**config.mk**
```make
export PLATFORM = sky130hd
export DESIGN_NAME = voltage_step_ramp_sequencer
export DESIGN_NICKNAME = d
export VERILOG_FILES = /design/src/rtl/core/vsrs_pkg.sv /design/src/rtl/core/vsrs_ram.sv /design/src/rtl/core/vsrs_cfg.sv /design/src/rtl/core/vsrs_div.sv /design/src/rtl/core/voltage_step_ramp_sequencer.sv
export SDC_FILE = /design/constraint.sdc
export NUM_CORES = 2
export LEC_CHECK = 0
export BUFFER_PORTS_ARGS = -buffer_cell sky130_fd_sc_hd__buf_4
export CAP_MARGIN = 20
export CORE_MARGIN = 5
export CORE_UTILIZATION = 55
export DETAILED_ROUTE_END_ITERATION = 8
export PLACE_DENSITY = 0.74
export SETUP_SLACK_MARGIN = 0.05
export SLEW_MARGIN = 20
export SYNTH_ARGS = -nofsm -noshare
export SYNTH_HDL_FRONTEND = slang
export SYNTH_HIERARCHICAL = 1
export SYNTH_SLANG_ARGS = --single-unit
```
**constraint.sdc**
```tcl
create_clock -name clk -period 5.69 [get_ports clk]
set_input_delay 1.138 -clock clk [delete_from_list [all_inputs] [get_ports clk]]
set_output_delay 1.138 -clock clk [all_outputs]
set_load 0.005 [all_outputs]
```
**src/rtl/core/vsrs_pkg.sv**
```systemverilog
package vsrs_pkg;

    localparam int UV_W       = 22;
    localparam int DUTY_W     = 7;
    localparam int IDX_W      = 7;
    localparam int STEP_W     = 17;
    localparam int EIDX_W     = 5;
    localparam int TC_W       = 6;
    localparam int PROD_W     = IDX_W + STEP_W;
    localparam int TBL_W      = UV_W + DUTY_W;
    localparam int CFG_IDX_W  = 3;
    localparam int CFG_DATA_W = 22;

    localparam logic [UV_W-1:0] UV_MAX = {UV_W{1'b1}};

    // Top bit position of the regulator step quotient
    localparam logic [2:0] Q_TOP = 3'(IDX_W - 1);

    localparam logic FUNC_WRITE   = 1'b0;
    localparam logic FUNC_REQUEST = 1'b1;

    localparam logic [1:0] ST_OK          = 2'd0;
    localparam logic [1:0] ST_BAD_DOMAIN  = 2'd1;
    localparam logic [1:0] ST_UNSUPPORTED = 2'd2;
    localparam logic [1:0] ST_BAD_ENTRY   = 2'd3;

    localparam logic [1:0] MODE_TABLE  = 2'd0;
    localparam logic [1:0] MODE_LINEAR = 2'd1;

    localparam logic [CFG_IDX_W-1:0] CFG_LITTLE_MODE    = 3'd0;
    localparam logic [CFG_IDX_W-1:0] CFG_BIG_MODE       = 3'd1;
    localparam logic [CFG_IDX_W-1:0] CFG_VREG_MIN_UV    = 3'd2;
    localparam logic [CFG_IDX_W-1:0] CFG_VREG_STEP_UV   = 3'd3;
    localparam logic [CFG_IDX_W-1:0] CFG_VREG_NUM_STEPS = 3'd4;
    localparam logic [CFG_IDX_W-1:0] CFG_TABLE_COUNT    = 3'd5;

    typedef struct packed {
        logic              little_mode;
        logic [1:0]        big_mode;
        logic [UV_W-1:0]   vreg_min_uv;
        logic [STEP_W-1:0] vreg_step_uv;
        logic [IDX_W-1:0]  vreg_num_steps;
        logic [TC_W-1:0]   table_count;
    } cfg_t;

endpackage

```
**src/rtl/core/vsrs_ram.sv**
```systemverilog
module vsrs_ram #(
    parameter int WIDTH = 8,
    parameter int DEPTH = 2
) (
    input  logic                     clk,
    input  logic                     we,
    input  logic [$clog2(DEPTH)-1:0] waddr,
    input  logic [WIDTH-1:0]         wdata,
    input  logic                     re,
    input  logic [$clog2(DEPTH)-1:0] raddr,
    output logic [WIDTH-1:0]         rdata
);

    logic [WIDTH-1:0] mem_reg [DEPTH];
    logic [WIDTH-1:0] rdata_reg;

    always_ff @(posedge clk)
    begin
        if (we)
        begin
            mem_reg[waddr] <= wdata;
        end
        if (re)
        begin
            rdata_reg <= mem_reg[raddr];
        end
    end

    assign rdata = rdata_reg;

endmodule

```
**src/rtl/core/vsrs_cfg.sv**
```systemverilog
module vsrs_cfg (
    input  logic                             clk,
    input  logic                             rst_n,
    input  logic                             wr_en,
    input  logic [vsrs_pkg::CFG_IDX_W-1:0]   wr_index,
    input  logic [vsrs_pkg::CFG_DATA_W-1:0]  wr_data,
    output vsrs_pkg::cfg_t                   cfg
);

    vsrs_pkg::cfg_t cfg_reg;
    vsrs_pkg::cfg_t cfg_next;

    always_comb
    begin
        cfg_next = cfg_reg;
        if (wr_en)
        begin
            case (wr_index)
                vsrs_pkg::CFG_LITTLE_MODE:    cfg_next.little_mode    = wr_data[0];
                vsrs_pkg::CFG_BIG_MODE:       cfg_next.big_mode       = wr_data[1:0];
                vsrs_pkg::CFG_VREG_MIN_UV:
                    cfg_next.vreg_min_uv = wr_data[vsrs_pkg::UV_W-1:0];
                vsrs_pkg::CFG_VREG_STEP_UV:
                    cfg_next.vreg_step_uv = wr_data[vsrs_pkg::STEP_W-1:0];
                vsrs_pkg::CFG_VREG_NUM_STEPS:
                    cfg_next.vreg_num_steps = wr_data[vsrs_pkg::IDX_W-1:0];
                vsrs_pkg::CFG_TABLE_COUNT:
                    cfg_next.table_count = wr_data[vsrs_pkg::TC_W-1:0];
                default: ;
            endcase
        end
    end

    always_ff @(posedge clk or negedge rst_n)
    begin
        if (!rst_n)
        begin
            cfg_reg.little_mode    <= 1'b0;
            cfg_reg.big_mode       <= 2'd2;
            cfg_reg.vreg_min_uv    <= '0;
            cfg_reg.vreg_step_uv   <= vsrs_pkg::STEP_W'(1);
            cfg_reg.vreg_num_steps <= '0;
            cfg_reg.table_count    <= '0;
        end
        else
        begin
            cfg_reg <= cfg_next;
        end
    end

    assign cfg = cfg_reg;

endmodule

```
**src/rtl/core/vsrs_div.sv**
```systemverilog
module vsrs_div (
    input  logic                          clk,
    input  logic                          rst_n,
    input  logic                          start,
    input  logic [vsrs_pkg::UV_W-1:0]     dividend,
    input  logic [vsrs_pkg::STEP_W-1:0]   divisor,
    output logic                          done,
    output logic [vsrs_pkg::IDX_W-1:0]    quotient
);

    logic                          busy_reg;
    logic                          done_reg;
    logic [2:0]                    k_reg;
    logic [vsrs_pkg::UV_W-1:0]     rem_reg;
    logic [vsrs_pkg::IDX_W-1:0]    q_reg;
    logic [vsrs_pkg::PROD_W-1:0]   shifted;
    logic                          fits;

    // Restoring division, one quotient bit per cycle, top bit first
    assign shifted = vsrs_pkg::PROD_W'(divisor) << k_reg;
    assign fits    = vsrs_pkg::PROD_W'(rem_reg) >= shifted;

    always_ff @(posedge clk or negedge rst_n)
    begin
        if (!rst_n)
        begin
            busy_reg <= 1'b0;
            done_reg <= 1'b0;
            k_reg    <= '0;
        end
        else
        begin
            done_reg <= busy_reg && (k_reg == 3'd0);
            if (start)
            begin
                busy_reg <= 1'b1;
                k_reg    <= vsrs_pkg::Q_TOP;
            end
            else if (busy_reg)
            begin
                if (k_reg == 3'd0)
                begin
                    busy_reg <= 1'b0;
                end
                else
                begin
                    k_reg <= k_reg - 3'd1;
                end
            end
        end
    end

    always_ff @(posedge clk)
    begin
        if (start)
        begin
            rem_reg <= dividend;
            q_reg   <= '0;
        end
        else if (busy_reg)
        begin
            if (fits)
            begin
                rem_reg <= vsrs_pkg::UV_W'(vsrs_pkg::PROD_W'(rem_reg) - shifted);
            end
            q_reg <= {q_reg[vsrs_pkg::IDX_W-2:0], fits};
        end
    end

    assign done     = done_reg;
    assign quotient = q_reg;

endmodule

```
**src/rtl/core/voltage_step_ramp_sequencer.sv**
```systemverilog
// A table write or an error answers with a single output; a table request
// does one table RAM read per entry with a pipelined compare; a regulator
// request runs the bit-serial divider. Each ramp step then passes through
// the step, RAM read or multiply, and output states.
// One transaction at a time; reset clears control, config and domain state,
// the voltage table holds garbage until written.
module voltage_step_ramp_sequencer #(
    parameter int TABLE_DEPTH = 32,
    parameter int MAX_STEP    = 3
) (
    input  logic                              clk,
    input  logic                              rst_n,

    input  logic                              cfg_valid,
    output logic                              cfg_ready,
    input  logic [vsrs_pkg::CFG_IDX_W-1:0]    cfg_index,
    input  logic [vsrs_pkg::CFG_DATA_W-1:0]   cfg_data,

    input  logic                              in_valid,
    output logic                              in_ready,
    input  logic                              func,
    input  logic                              domain_sel,
    input  logic [vsrs_pkg::EIDX_W-1:0]       entry_index,
    input  logic [vsrs_pkg::UV_W-1:0]         entry_uv,
    input  logic [vsrs_pkg::DUTY_W-1:0]       entry_duty,
    input  logic [vsrs_pkg::UV_W-1:0]         target_uv,

    output logic                              out_valid,
    input  logic                              out_ready,
    output logic                              out_domain,
    output logic [vsrs_pkg::IDX_W-1:0]        step_index,
    output logic [vsrs_pkg::DUTY_W-1:0]       duty_cycle,
    output logic [vsrs_pkg::UV_W-1:0]         actual_uv,
    output logic                              drive,
    output logic [1:0]                        status,
    output logic                              last
);

    localparam int AW = $clog2(TABLE_DEPTH);
    localparam int CW = $clog2(TABLE_DEPTH + 1);
    localparam logic [7:0] DEPTH_C = 8'(TABLE_DEPTH);
    localparam logic [7:0] STEP_C  = 8'(MAX_STEP);

    localparam logic [3:0] S_IDLE    = 4'd0;
    localparam logic [3:0] S_SEARCH  = 4'd1;
    localparam logic [3:0] S_LMUL    = 4'd2;
    localparam logic [3:0] S_LCHK    = 4'd3;
    localparam logic [3:0] S_LDIV    = 4'd4;
    localparam logic [3:0] S_RESOLVE = 4'd5;
    localparam logic [3:0] S_STEP    = 4'd6;
    localparam logic [3:0] S_VREAD   = 4'd7;
    localparam logic [3:0] S_VOUT    = 4'd8;
    localparam logic [3:0] S_SINGLE  = 4'd9;

    vsrs_pkg::cfg_t cfg;

    logic [3:0]                      state_reg, state_next;
    logic                            pend_reg, pend_next;
    logic [1:0]                      idx_valid_reg, idx_valid_next;
    logic                            out_valid_reg;

    logic                            dom_reg, dom_next;
    logic [vsrs_pkg::UV_W-1:0]       tuv_reg, tuv_next;
    logic                            is_lin_reg, is_lin_next;
    logic [CW-1:0]                   cnt_reg, cnt_next;
    logic [CW-1:0]                   i_reg, i_next;
    logic [vsrs_pkg::IDX_W-1:0]      cmp_idx_reg, cmp_idx_next;
    logic [vsrs_pkg::IDX_W-1:0]      tgt_reg, tgt_next;
    logic [vsrs_pkg::IDX_W-1:0]      cur_reg, cur_next;
    logic                            drive_reg, drive_next;
    logic                            oob_reg, oob_next;
    logic                            sdom_reg, sdom_next;
    logic [1:0]                      sstatus_reg, sstatus_next;
    logic [vsrs_pkg::PROD_W-1:0]     prod_reg, prod_next;

    logic                            out_domain_reg;
    logic [vsrs_pkg::IDX_W-1:0]      step_index_reg;
    logic [vsrs_pkg::DUTY_W-1:0]     duty_cycle_reg;
    logic [vsrs_pkg::UV_W-1:0]       actual_uv_reg;
    logic                            drive_out_reg;
    logic [1:0]                      status_reg;
    logic                            last_reg;

    logic                            tbl_we, tbl_re;
    logic [AW-1:0]                   tbl_raddr;
    logic [vsrs_pkg::TBL_W-1:0]      tbl_rdata;
    logic [vsrs_pkg::UV_W-1:0]       tbl_volts;
    logic [vsrs_pkg::DUTY_W-1:0]     tbl_duty;

    logic                            cidx_re, cidx_we;
    logic [vsrs_pkg::IDX_W-1:0]      cidx_rdata;

    logic                            div_start, div_done;
    logic [vsrs_pkg::IDX_W-1:0]      div_q;

    logic                            accept;
    logic                            emit, push;
    logic                            e_dom, e_drive, e_last;
    logic [vsrs_pkg::IDX_W-1:0]      e_idx;
    logic [vsrs_pkg::DUTY_W-1:0]     e_duty;
    logic [vsrs_pkg::UV_W-1:0]       e_uv;
    logic [1:0]                      e_status;

    logic [1:0]                      req_mode;
    logic [7:0]                      tc8, c8, t8;
    logic [vsrs_pkg::UV_W+2:0]       hi_uv, lin_sum;

    vsrs_cfg u_cfg (
        .clk      (clk),
        .rst_n    (rst_n),
        .wr_en    (cfg_valid && cfg_ready),
        .wr_index (cfg_index),
        .wr_data  (cfg_data),
        .cfg      (cfg)
    );

    vsrs_ram #(
        .WIDTH (vsrs_pkg::TBL_W),
        .DEPTH (TABLE_DEPTH)
    ) u_table (
        .clk   (clk),
        .we    (tbl_we),
        .waddr (AW'(entry_index)),
        .wdata ({entry_uv, entry_duty}),
        .re    (tbl_re),
        .raddr (tbl_raddr),
        .rdata (tbl_rdata)
    );

    vsrs_ram #(
        .WIDTH (vsrs_pkg::IDX_W),
        .DEPTH (2)
    ) u_cur_idx (
        .clk   (clk),
        .we    (cidx_we),
        .waddr (dom_reg),
        .wdata (tgt_reg),
        .re    (cidx_re),
        .raddr (domain_sel),
        .rdata (cidx_rdata)
    );

    vsrs_div u_div (
        .clk      (clk),
        .rst_n    (rst_n),
        .start    (div_start),
        .dividend (vsrs_pkg::UV_W'(tuv_reg - cfg.vreg_min_uv)),
        .divisor  (cfg.vreg_step_uv),
        .done     (div_done),
        .quotient (div_q)
    );

    assign cfg_ready = 1'b1;
    assign in_ready  = (state_reg == S_IDLE);
    assign accept    = in_valid && in_ready;
    assign push      = emit && (!out_valid_reg || out_ready);

    assign tbl_volts = tbl_rdata[vsrs_pkg::TBL_W-1:vsrs_pkg::DUTY_W];
    assign tbl_duty  = tbl_rdata[vsrs_pkg::DUTY_W-1:0];

    // Source of the addressed domain: little is table or regulator, big may be absent
    assign req_mode = domain_sel ? cfg.big_mode : {1'b0, cfg.little_mode};
    assign tc8      = 8'(cfg.table_count);
    assign c8       = {1'b0, cur_reg};
    assign t8       = {1'b0, tgt_reg};
    assign hi_uv    = {3'b0, cfg.vreg_min_uv} + {1'b0, prod_reg};
    assign lin_sum  = {3'b0, cfg.vreg_min_uv} + {1'b0, prod_reg};

    always_comb
    begin
        state_next     = state_reg;
        pend_next      = pend_reg;
        idx_valid_next = idx_valid_reg;
        dom_next       = dom_reg;
        tuv_next       = tuv_reg;
        is_lin_next    = is_lin_reg;
        cnt_next       = cnt_reg;
        i_next         = i_reg;
        cmp_idx_next   = cmp_idx_reg;
        tgt_next       = tgt_reg;
        cur_next       = cur_reg;
        drive_next     = drive_reg;
        oob_next       = oob_reg;
        sdom_next      = sdom_reg;
        sstatus_next   = sstatus_reg;
        prod_next      = prod_reg;
        tbl_we         = 1'b0;
        tbl_re         = 1'b0;
        tbl_raddr      = AW'(cur_reg);
        cidx_re        = 1'b0;
        cidx_we        = 1'b0;
        div_start      = 1'b0;
        emit           = 1'b0;
        e_dom          = sdom_reg;
        e_idx          = '0;
        e_duty         = '0;
        e_uv           = '0;
        e_drive        = 1'b0;
        e_status       = sstatus_reg;
        e_last         = 1'b1;

        case (state_reg)
            S_IDLE:
            begin
                if (accept)
                begin
                    dom_next     = domain_sel;
                    tuv_next     = target_uv;
                    i_next       = '0;
                    pend_next    = 1'b0;
                    cnt_next     = CW'((tc8 > DEPTH_C) ? DEPTH_C : tc8);
                    cidx_re      = 1'b1;
                    sdom_next    = domain_sel;
                    sstatus_next = vsrs_pkg::ST_OK;
                    if (func == vsrs_pkg::FUNC_WRITE)
                    begin
                        sdom_next  = 1'b0;
                        state_next = S_SINGLE;
                        if (8'(entry_index) >= DEPTH_C)
                        begin
                            sstatus_next = vsrs_pkg::ST_BAD_ENTRY;
                        end
                        else
                        begin
                            tbl_we = 1'b1;
                        end
                    end
                    else if (req_mode == vsrs_pkg::MODE_TABLE)
                    begin
                        is_lin_next = 1'b0;
                        state_next  = S_SEARCH;
                    end
                    else if (req_mode == vsrs_pkg::MODE_LINEAR)
                    begin
                        is_lin_next = 1'b1;
                        state_next  = S_LMUL;
                    end
                    else
                    begin
                        sstatus_next = vsrs_pkg::ST_BAD_DOMAIN;
                        state_next   = S_SINGLE;
                    end
                end
            end

            S_SEARCH:
            begin
                // Compare the entry read last cycle while the next read goes out
                tbl_raddr = AW'(i_reg);
                if (pend_reg && (tbl_volts <= tuv_reg))
                begin
                    tgt_next   = cmp_idx_reg;
                    pend_next  = 1'b0;
                    state_next = S_RESOLVE;
                end
                else if (i_reg == cnt_reg)
                begin
                    pend_next    = 1'b0;
                    sstatus_next = vsrs_pkg::ST_UNSUPPORTED;
                    state_next   = S_SINGLE;
                end
                else
                begin
                    tbl_re       = 1'b1;
                    cmp_idx_next = vsrs_pkg::IDX_W'(i_reg);
                    i_next       = i_reg + CW'(1);
                    pend_next    = 1'b1;
                end
            end

            S_LMUL:
            begin
                prod_next  = vsrs_pkg::PROD_W'(cfg.vreg_num_steps)
                           * vsrs_pkg::PROD_W'(cfg.vreg_step_uv);
                state_next = S_LCHK;
            end

            S_LCHK:
            begin
                if ((tuv_reg < cfg.vreg_min_uv) || ({3'b0, tuv_reg} > hi_uv))
                begin
                    sstatus_next = vsrs_pkg::ST_UNSUPPORTED;
                    state_next   = S_SINGLE;
                end
                else if (cfg.vreg_step_uv == '0)
                begin
                    tgt_next   = '0;
                    state_next = S_RESOLVE;
                end
                else
                begin
                    div_start  = 1'b1;
                    state_next = S_LDIV;
                end
            end

            S_LDIV:
            begin
                if (div_done)
                begin
                    tgt_next   = div_q;
                    state_next = S_RESOLVE;
                end
            end

            S_RESOLVE:
            begin
                // The domain ends on the target either way: write it back now
                cidx_we                 = 1'b1;
                idx_valid_next[dom_reg] = 1'b1;
                if (idx_valid_reg[dom_reg] && (cidx_rdata != tgt_reg))
                begin
                    cur_next   = cidx_rdata;
                    drive_next = 1'b1;
                    state_next = S_STEP;
                end
                else
                begin
                    cur_next   = tgt_reg;
                    drive_next = !idx_valid_reg[dom_reg];
                    state_next = S_VREAD;
                end
            end

            S_STEP:
            begin
                if (c8 < t8)
                begin
                    cur_next = vsrs_pkg::IDX_W'(((c8 + STEP_C) < t8) ? (c8 + STEP_C) : t8);
                end
                else
                begin
                    cur_next = vsrs_pkg::IDX_W'((c8 > (t8 + STEP_C)) ? (c8 - STEP_C) : t8);
                end
                state_next = S_VREAD;
            end

            S_VREAD:
            begin
                oob_next   = c8 >= DEPTH_C;
                tbl_re     = !is_lin_reg && (c8 < DEPTH_C);
                prod_next  = vsrs_pkg::PROD_W'(cur_reg) * vsrs_pkg::PROD_W'(cfg.vreg_step_uv);
                state_next = S_VOUT;
            end

            S_VOUT:
            begin
                emit     = 1'b1;
                e_dom    = dom_reg;
                e_idx    = cur_reg;
                e_drive  = drive_reg;
                e_status = vsrs_pkg::ST_OK;
                e_last   = (cur_reg == tgt_reg);
                if (is_lin_reg)
                begin
                    e_uv = (lin_sum > {3'b0, vsrs_pkg::UV_MAX}) ? vsrs_pkg::UV_MAX
                                                               : lin_sum[vsrs_pkg::UV_W-1:0];
                end
                else if (!oob_reg)
                begin
                    e_duty = tbl_duty;
                    e_uv   = tbl_volts;
                end
                if (push)
                begin
                    state_next = e_last ? S_IDLE : S_STEP;
                end
            end

            S_SINGLE:
            begin
                emit = 1'b1;
                if (push)
                begin
                    state_next = S_IDLE;
                end
            end

            default:
            begin
                state_next = S_IDLE;
            end
        endcase
    end

    always_ff @(posedge clk or negedge rst_n)
    begin
        if (!rst_n)
        begin
            state_reg     <= S_IDLE;
            pend_reg      <= 1'b0;
            idx_valid_reg <= '0;
            out_valid_reg <= 1'b0;
        end
        else
        begin
            state_reg     <= state_next;
            pend_reg      <= pend_next;
            idx_valid_reg <= idx_valid_next;
            if (push)
            begin
                out_valid_reg <= 1'b1;
            end
            else if (out_ready)
            begin
                out_valid_reg <= 1'b0;
            end
        end
    end

    always_ff @(posedge clk)
    begin
        dom_reg     <= dom_next;
        tuv_reg     <= tuv_next;
        is_lin_reg  <= is_lin_next;
        cnt_reg     <= cnt_next;
        i_reg       <= i_next;
        cmp_idx_reg <= cmp_idx_next;
        tgt_reg     <= tgt_next;
        cur_reg     <= cur_next;
        drive_reg   <= drive_next;
        oob_reg     <= oob_next;
        sdom_reg    <= sdom_next;
        sstatus_reg <= sstatus_next;
        prod_reg    <= prod_next;
        if (push)
        begin
            out_domain_reg <= e_dom;
            step_index_reg <= e_idx;
            duty_cycle_reg <= e_duty;
            actual_uv_reg  <= e_uv;
            drive_out_reg  <= e_drive;
            status_reg     <= e_status;
            last_reg       <= e_last;
        end
    end

    assign out_valid  = out_valid_reg;
    assign out_domain = out_domain_reg;
    assign step_index = step_index_reg;
    assign duty_cycle = duty_cycle_reg;
    assign actual_uv  = actual_uv_reg;
    assign drive      = drive_out_reg;
    assign status     = status_reg;
    assign last       = last_reg;

    a_accept_leaves_idle: assert property (@(posedge clk) disable iff (!rst_n)
        accept |=> (state_reg != S_IDLE))
        else $error("transaction accepted but sequencer stayed idle");

    a_table_write_idle: assert property (@(posedge clk) disable iff (!rst_n)
        tbl_we |-> (state_reg == S_IDLE) && accept)
        else $error("table written outside an accepted transaction");

    a_ramp_bounded: assert property (@(posedge clk) disable iff (!rst_n)
        (state_reg == S_STEP) |=>
            ((({1'b0, cur_reg} >= {1'b0, $past(cur_reg)})
                ? ({1'b0, cur_reg} - {1'b0, $past(cur_reg)})
                : ({1'b0, $past(cur_reg)} - {1'b0, cur_reg})) <= STEP_C))
        else $error("ramp step larger than the slew limit");

    a_valid_sticky: assert property (@(posedge clk) disable iff (!rst_n)
        1'b1 |=> ((idx_valid_reg & $past(idx_valid_reg)) == $past(idx_valid_reg)))
        else $error("domain index valid bit dropped");

    a_div_done_in_wait: assert property (@(posedge clk) disable iff (!rst_n)
        div_done |-> (state_reg == S_LDIV))
        else $error("divider finished while not awaited");

endmodule
```
Yosys cells after proc, flatten, opt, wreduce, memory -nomap -nowiden. Memories as Yosys holds them, arrays and structs flattened. A register that Yosys moved wholly into a read port is not among the register bits. Cells that the tools add are included. W data, S select, Z words.

Memories: 2. Register bits: 223. Word-level logic and storage cells: 218. RAM bits: 942.

Add/sub/neg operators: 8. Bitwise operators: 4. Multiply operators: 2. Reduce and logical (&&, ||, !) cells: 44. Equality and inequality tests: 31. Mux-type cells: 78. Shift-type cells: 1. Magnitude comparators: 13.

Memory list: u_table.mem_reg (words 32, width 29, rd ports 1, clocked after Yosys merged registers in 1, wr ports 1, RTL line vsrs_ram.sv:14) `logic [WIDTH-1:0] mem_reg [DEPTH];`; u_cur_idx.mem_reg (words 2, width 7, rd ports 1, clocked after Yosys merged registers in 1, wr ports 1, RTL line vsrs_ram.sv:14).

Operator list (number): $mux W22 (6); $mux W7 (8); $mul A7 B17 Y24 (2); $pmux W24 S2 (1); $sub A22 B22 Y22 (2); $mux W4 (10); $pmux W4 S10 (1); $mux W1 (32); $add A22 B24 Y25 (1); $gt A22 B25 Y1 (1); $gt A25 B22 Y1 const B (1); $ge A22 B24 Y1 (1); $shl A17 B3 Y24 (1); $le A22 B22 Y1 (1); $lt A22 B22 Y1 (1); $pmux W7 S3 (1); $ne A2 B2 Y1 const B (10); $reduce_and A2 Y1 (10); $mux W6 (3); $logic_not A17 Y1 (1); $add A7 B2 Y8 const B (2); $eq A4 B3 Y1 const B (4); $reduce_and A5 Y1 (3); $pmux W7 S2 (1); 44 further kinds (77).

Depth between registers and ports, before layout.
Depth in word-level cells: 7. Depth in mapped cells: 24. Depth with buffers taken out: 23.

Hierarchy. Netlist, hierarchy kept.

Modules (own cells, without submodules): vsrs_ram (u_table) (times used 1, area each 37158.1 um^2, sequential area each 28737.6 um^2, cells each 2054); voltage_step_ramp_sequencer (times used 1, area each 16673.5 um^2, sequential area each 3983.8 um^2, cells each 1847); vsrs_div (times used 1, area each 3280.6 um^2, sequential area each 925.9 um^2, cells each 384); vsrs_cfg (times used 1, area each 2238.4 um^2, sequential area each 1378.8 um^2, cells each 120); vsrs_ram (u_cur_idx) (times used 1, area each 759.5 um^2, sequential area each 630.6 um^2, cells each 31).

Least setup slack after synthesis. OpenSTA, ideal clock, no wires.

Path type: register to register. From: register u_cfg.cfg_reg, in the netlist u_cfg/cfg[9]. To: register prod_reg[22] in the netlist's numbering (data pin). Arrival: 5.248 ns. Path buffers: 2. Stages on the path, launching flop included: 20. Slack: 0.182 ns. Path through: dfrtp_1 -> clkbuf_1 -> clkbuf_1 -> nand2_1 -> fa_1 -> inv_1 -> fa_1 -> fa_1 -> fa_1 -> ha_1 -> a21o_1 -> a21oi_1 -> o21ai_0 -> nor2_1 -> a21boi_0 -> o31ai_1 -> o41ai_1 -> o21ai_0 -> xor2_1 -> mux2_2.

Longest elaborated chain between the ends: 2.

RTL lines: start, declared (RTL line vsrs_cfg.sv:10) `vsrs_pkg::cfg_t cfg_reg;`; start signal, assigned (RTL line vsrs_cfg.sv:47) `cfg_reg <= cfg_next;`; $mul A7 B17 Y24 (RTL line voltage_step_ramp_sequencer.sv:274) `* vsrs_pkg::PROD_W'(cfg.vreg_step_uv);`; $pmux W24 S2 (RTL line voltage_step_ramp_sequencer.sv:202) `case (state_reg)`; net prod_next, one bit (RTL line voltage_step_ramp_sequencer.sv:74) `logic [vsrs_pkg::PROD_W-1:0] prod_reg, prod_next;`; end signal, assigned (RTL line voltage_step_ramp_sequencer.sv:425) `prod_reg <= prod_next;`; end, declared (RTL line voltage_step_ramp_sequencer.sv:74).

The timed path passes the listed nets, and every way through them passes these cells. A chain may end at the register's enable or synchronous reset.

Final worst setup path.
From: register u_cfg.cfg_reg, in the netlist u_cfg/cfg[13]. To: register prod_reg[23] in the netlist's numbering (data pin).

Longest elaborated chain between the ends: 2.

RTL lines (RTL line): $mul A7 B17 Y24, on equally long branches (voltage_step_ramp_sequencer.sv:342, voltage_step_ramp_sequencer.sv:274); $pmux W24 S2 * (voltage_step_ramp_sequencer.sv:202); net prod_next, one bit (voltage_step_ramp_sequencer.sv:74).

The timed path passes the listed nets; every way through them passes the cells marked *.

==> flow_metrics.env <==
export IMPL_fin_skew_ps=64.2
export IMPL_leakagePower_nw=26.0
export IMPL_cp_start_kind="register"
export IMPL_cts_sinks=1201
export IMPL_syn_area_per_cell_um2=13.6
export IMPL_detail_route_first_pass_iterations=6
export IMPL_dpl_hpwl_um=102000
export IMPL_worstSetupEndpoint="prod_reg[23]$_DFFE_PP_"
export IMPL_synth_top_cell_area_share_pct=56.3
export IMPL_grt_usage_pct=25.8
export IMPL_cp_max_fo=9
export IMPL_cts_root_buf="clkbuf_16"
export IMPL_synth_warning_count=6
export IMPL_hp_class="register to register"
export IMPL_grt_pass1_vias=37492
export IMPL_crit_required_ps=6170
export IMPL_yosys_most_used_dff="edfxtp_1"
export IMPL_pwr_share_clk_pct=21.1
export IMPL_slew_headroom_pct=13.8
export IMPL_insertion_delay_ps=750
export IMPL_via_per_inst=6.14
export IMPL_clockBufferDepth=3
export IMPL_vias=37825
export IMPL_max_vdd_ir_drop_mv=0.481
export IMPL_worst_setup_path_type="register to register"
export IMPL_yosys_cell_types_count=93
export IMPL_timing_rr_start="u_cfg/cfg[13]$_DFFE_PN1P_"
export IMPL_yosysMostFrequentCell="edfxtp_1"
export IMPL_final_nets=5100
export IMPL_startpoint="u_cfg/cfg[13]$_DFFE_PN1P_"
export IMPL_post_route_util_pct=62.1
export IMPL_dpl_cell_count=5922
export IMPL_die_h_um=341
export IMPL_place_area_um2=63300
export IMPL_largest_reg_flops=928
export IMPL_gp_congestion=0.931
export IMPL_yosysTopAreaCell="edfxtp_1"
export IMPL_min_delay_start="idx_valid_reg[1]$_DFFE_PN0P_"
export IMPL_syn_cell_area_um2=60100
export IMPL_ys_async_sr_fraction_pct=5.66
export IMPL_power_switching_mw=15.2
export IMPL_synth_seq_cells=1201
export IMPL_switching_share_pct=39.9
export IMPL_ys_top_cells_by_area="edfxtp_1 56%, mux2i_1 8.2%, fa_1 5.0%"
export IMPL_ctsHoldBuffers=0
export IMPL_wl_um=152000
export IMPL_ant_nets=0
export IMPL_power_mw=38.2
export IMPL_hold_viol=0
export IMPL_synthCells=4436
export IMPL_io_pins=132
export IMPL_synth_seq_area_share_pct=59.3
export IMPL_start_util_pct=55.3
export IMPL_rows=121
export IMPL_maxCapViolations=0
export IMPL_reg2reg_to="prod_reg[23]$_DFFE_PP_"
export IMPL_antenna_found_initial=7
export IMPL_synth_fp_nets=4895
export IMPL_io_buffers=130
export IMPL_fin_crit_ps=5440
export IMPL_instances_no_fill=6165
export IMPL_power_density_nw_per_um2=566
export IMPL_endpoint_kind="register"
export IMPL_fmax_ghz=0.184
export IMPL_grt_pass1_wl_um=229000
export IMPL_dieArea_um2=116000
export IMPL_stdcell_area_um2=67500
export IMPL_setup_violations=0
export IMPL_die_width_um=341
export IMPL_tritoncts="done"
export IMPL_share_seq_of_total_power_pct=30.1
export IMPL_cp_data_arrival_time_ps=5910
export IMPL_wl_per_cell_um=24.7
export IMPL_p_comb_share_pct=48.8
export IMPL_status="complete, no violations"
export IMPL_reg2reg_setup_slack_ps=250
export IMPL_overflow=0
export IMPL_tightestPinTransition_ps=1280
export IMPL_grt_max_degree=82
export IMPL_drtIter0Drc=3687
export IMPL_worstRegToRegCells=16
export IMPL_synth_commonest_cells="1126 x edfxtp_1, 494 x mux2i_1, 444 x nand2_1, 230 x inv_1, 220 x ha_1"
export IMPL_worst_hold_slack_ps=467
export IMPL_syn_to_final_growth_pct=12.3
export IMPL_cts_buffers=121
export IMPL_fin_crit_sh_pct=95.5
export IMPL_coreArea_um2=109000
export IMPL_rsz0062_at_grt="false"
export IMPL_htreeDepth=3
export IMPL_layout_drive_gt1_share_pct=13.7
export IMPL_clkTransAtPathRegs_ps=70
export IMPL_drv_slew=0
export IMPL_synth_edff_count=1126
export IMPL_cellInternalPower_mw=23.0
export IMPL_drc=0
-- final cells by class --
class                   count  area [um2]
fillers                  7979       41200
flip-flops and latches   1201       35700
multi-input cells        2786       22700
clock buffers             146        3140
repair buffers            299        2470
well taps                1414        1770
clock inverters            80         910
inverters                 232         871
diodes                      7        17.5
-- stage by stage --
stage	setup slack [ps]	TNS [ps]
floorplan	182	0
global placement	-30.3	-30.3
detailed placement	-190	-220
CTS	69.9	0
global route	51.5	0
finish	255	0
-- power by group through the flow --
stage	registers (mW)	clock network [mW]	logic (mW)
4_1_cts	11.5	8.16	18.4
6_report	11.5	8.04	18.7
3_3_place_gp	11.6	0	17.9
2_1_floorplan	11.3	0	13.2
3_5_place_dp	11.7	0	18.2
5_1_grt	11.5	8.55	20.5
-- layer usage --
metal | track usage (%) | share of wire (%) | vias to the layer above
met1 | 35.3 | 41 | 19032
met3 | 4.26 | 7.4 | 321
met5 | 0 | 0.0079 | -
met2 | 42.3 | 48 | 1606
li1 | - | - | 16864
met4 | 9.15 | 3.8 | 2
-- cell families after synthesis --
group / after synthesis / synth area share, %
fa+ha+maj: 371 / 9.61
other cells: 1 / 0.00624
xor+xnor: 118 / 1.72
mux: 568 / 9.99
buf+inv: 449 / 3.56
flops: 1201 / 59.3
compound gates: 718 / 7.94
simple gates: 1010 / 7.86
-- worst min path at each step --
stage	slack (ps)	depth (start not counted)	endpoint
floorplan	430	1	idx_valid_reg[1]$_DFFE_PN0P_
global placement	440	1	idx_valid_reg[1]$_DFFE_PN0P_
detailed placement	450	1	idx_valid_reg[1]$_DFFE_PN0P_
CTS	470	1	idx_valid_reg[1]$_DFFE_PN0P_
global route	490	1	idx_valid_reg[1]$_DFFE_PN0P_
finish	470	1	idx_valid_reg[1]$_DFFE_PN0P_
-- what timing repair did --
item	in CTS	in global routing
setup endpoints to repair	2	47
pin swaps	0	2
resized for setup	1	24
buffers inserted	0	8
-- critical path, cell delays in order, from the launching register on --
cell	delay (ps)
dfstp_2	630
nand2_1	110
fa_1	520
fa_1	520
fa_1	540
inv_1	50
fa_1	470
ha_1	250
or3_1	420
o211ai_1	290
nand2_1	180
a221oi_2	320
o21ai_0	200
o211ai_1	280
o21ai_0	150
xnor2_1	180
mux2i_1	90
-- layout by cell type, fill, tap and decap left out, types with 23 or more instances in the layout --
master     count
a21o_1        43
a21oi_1      216
a22o_1        59
a22oi_1       88
a31oi_1       39
and2_1        87
buf_4        279
clkbuf_1      23
clkbuf_16    121
clkinv_1      26
dfrtp_1       53
edfxtp_1    1126
fa_1         151
ha_1         219
inv_1        229
mux2_2        29
mux2_4        37
mux2i_1      494
nand2_1      444
nand2b_1      25
nand3_1      122
nor2_1       105
nor2_4        34
nor2b_1       31
nor3_1        58
o21a_1        26
o21ai_0       98
xnor2_1       65
xor2_1        53
(Power assumes the default switching activity.)
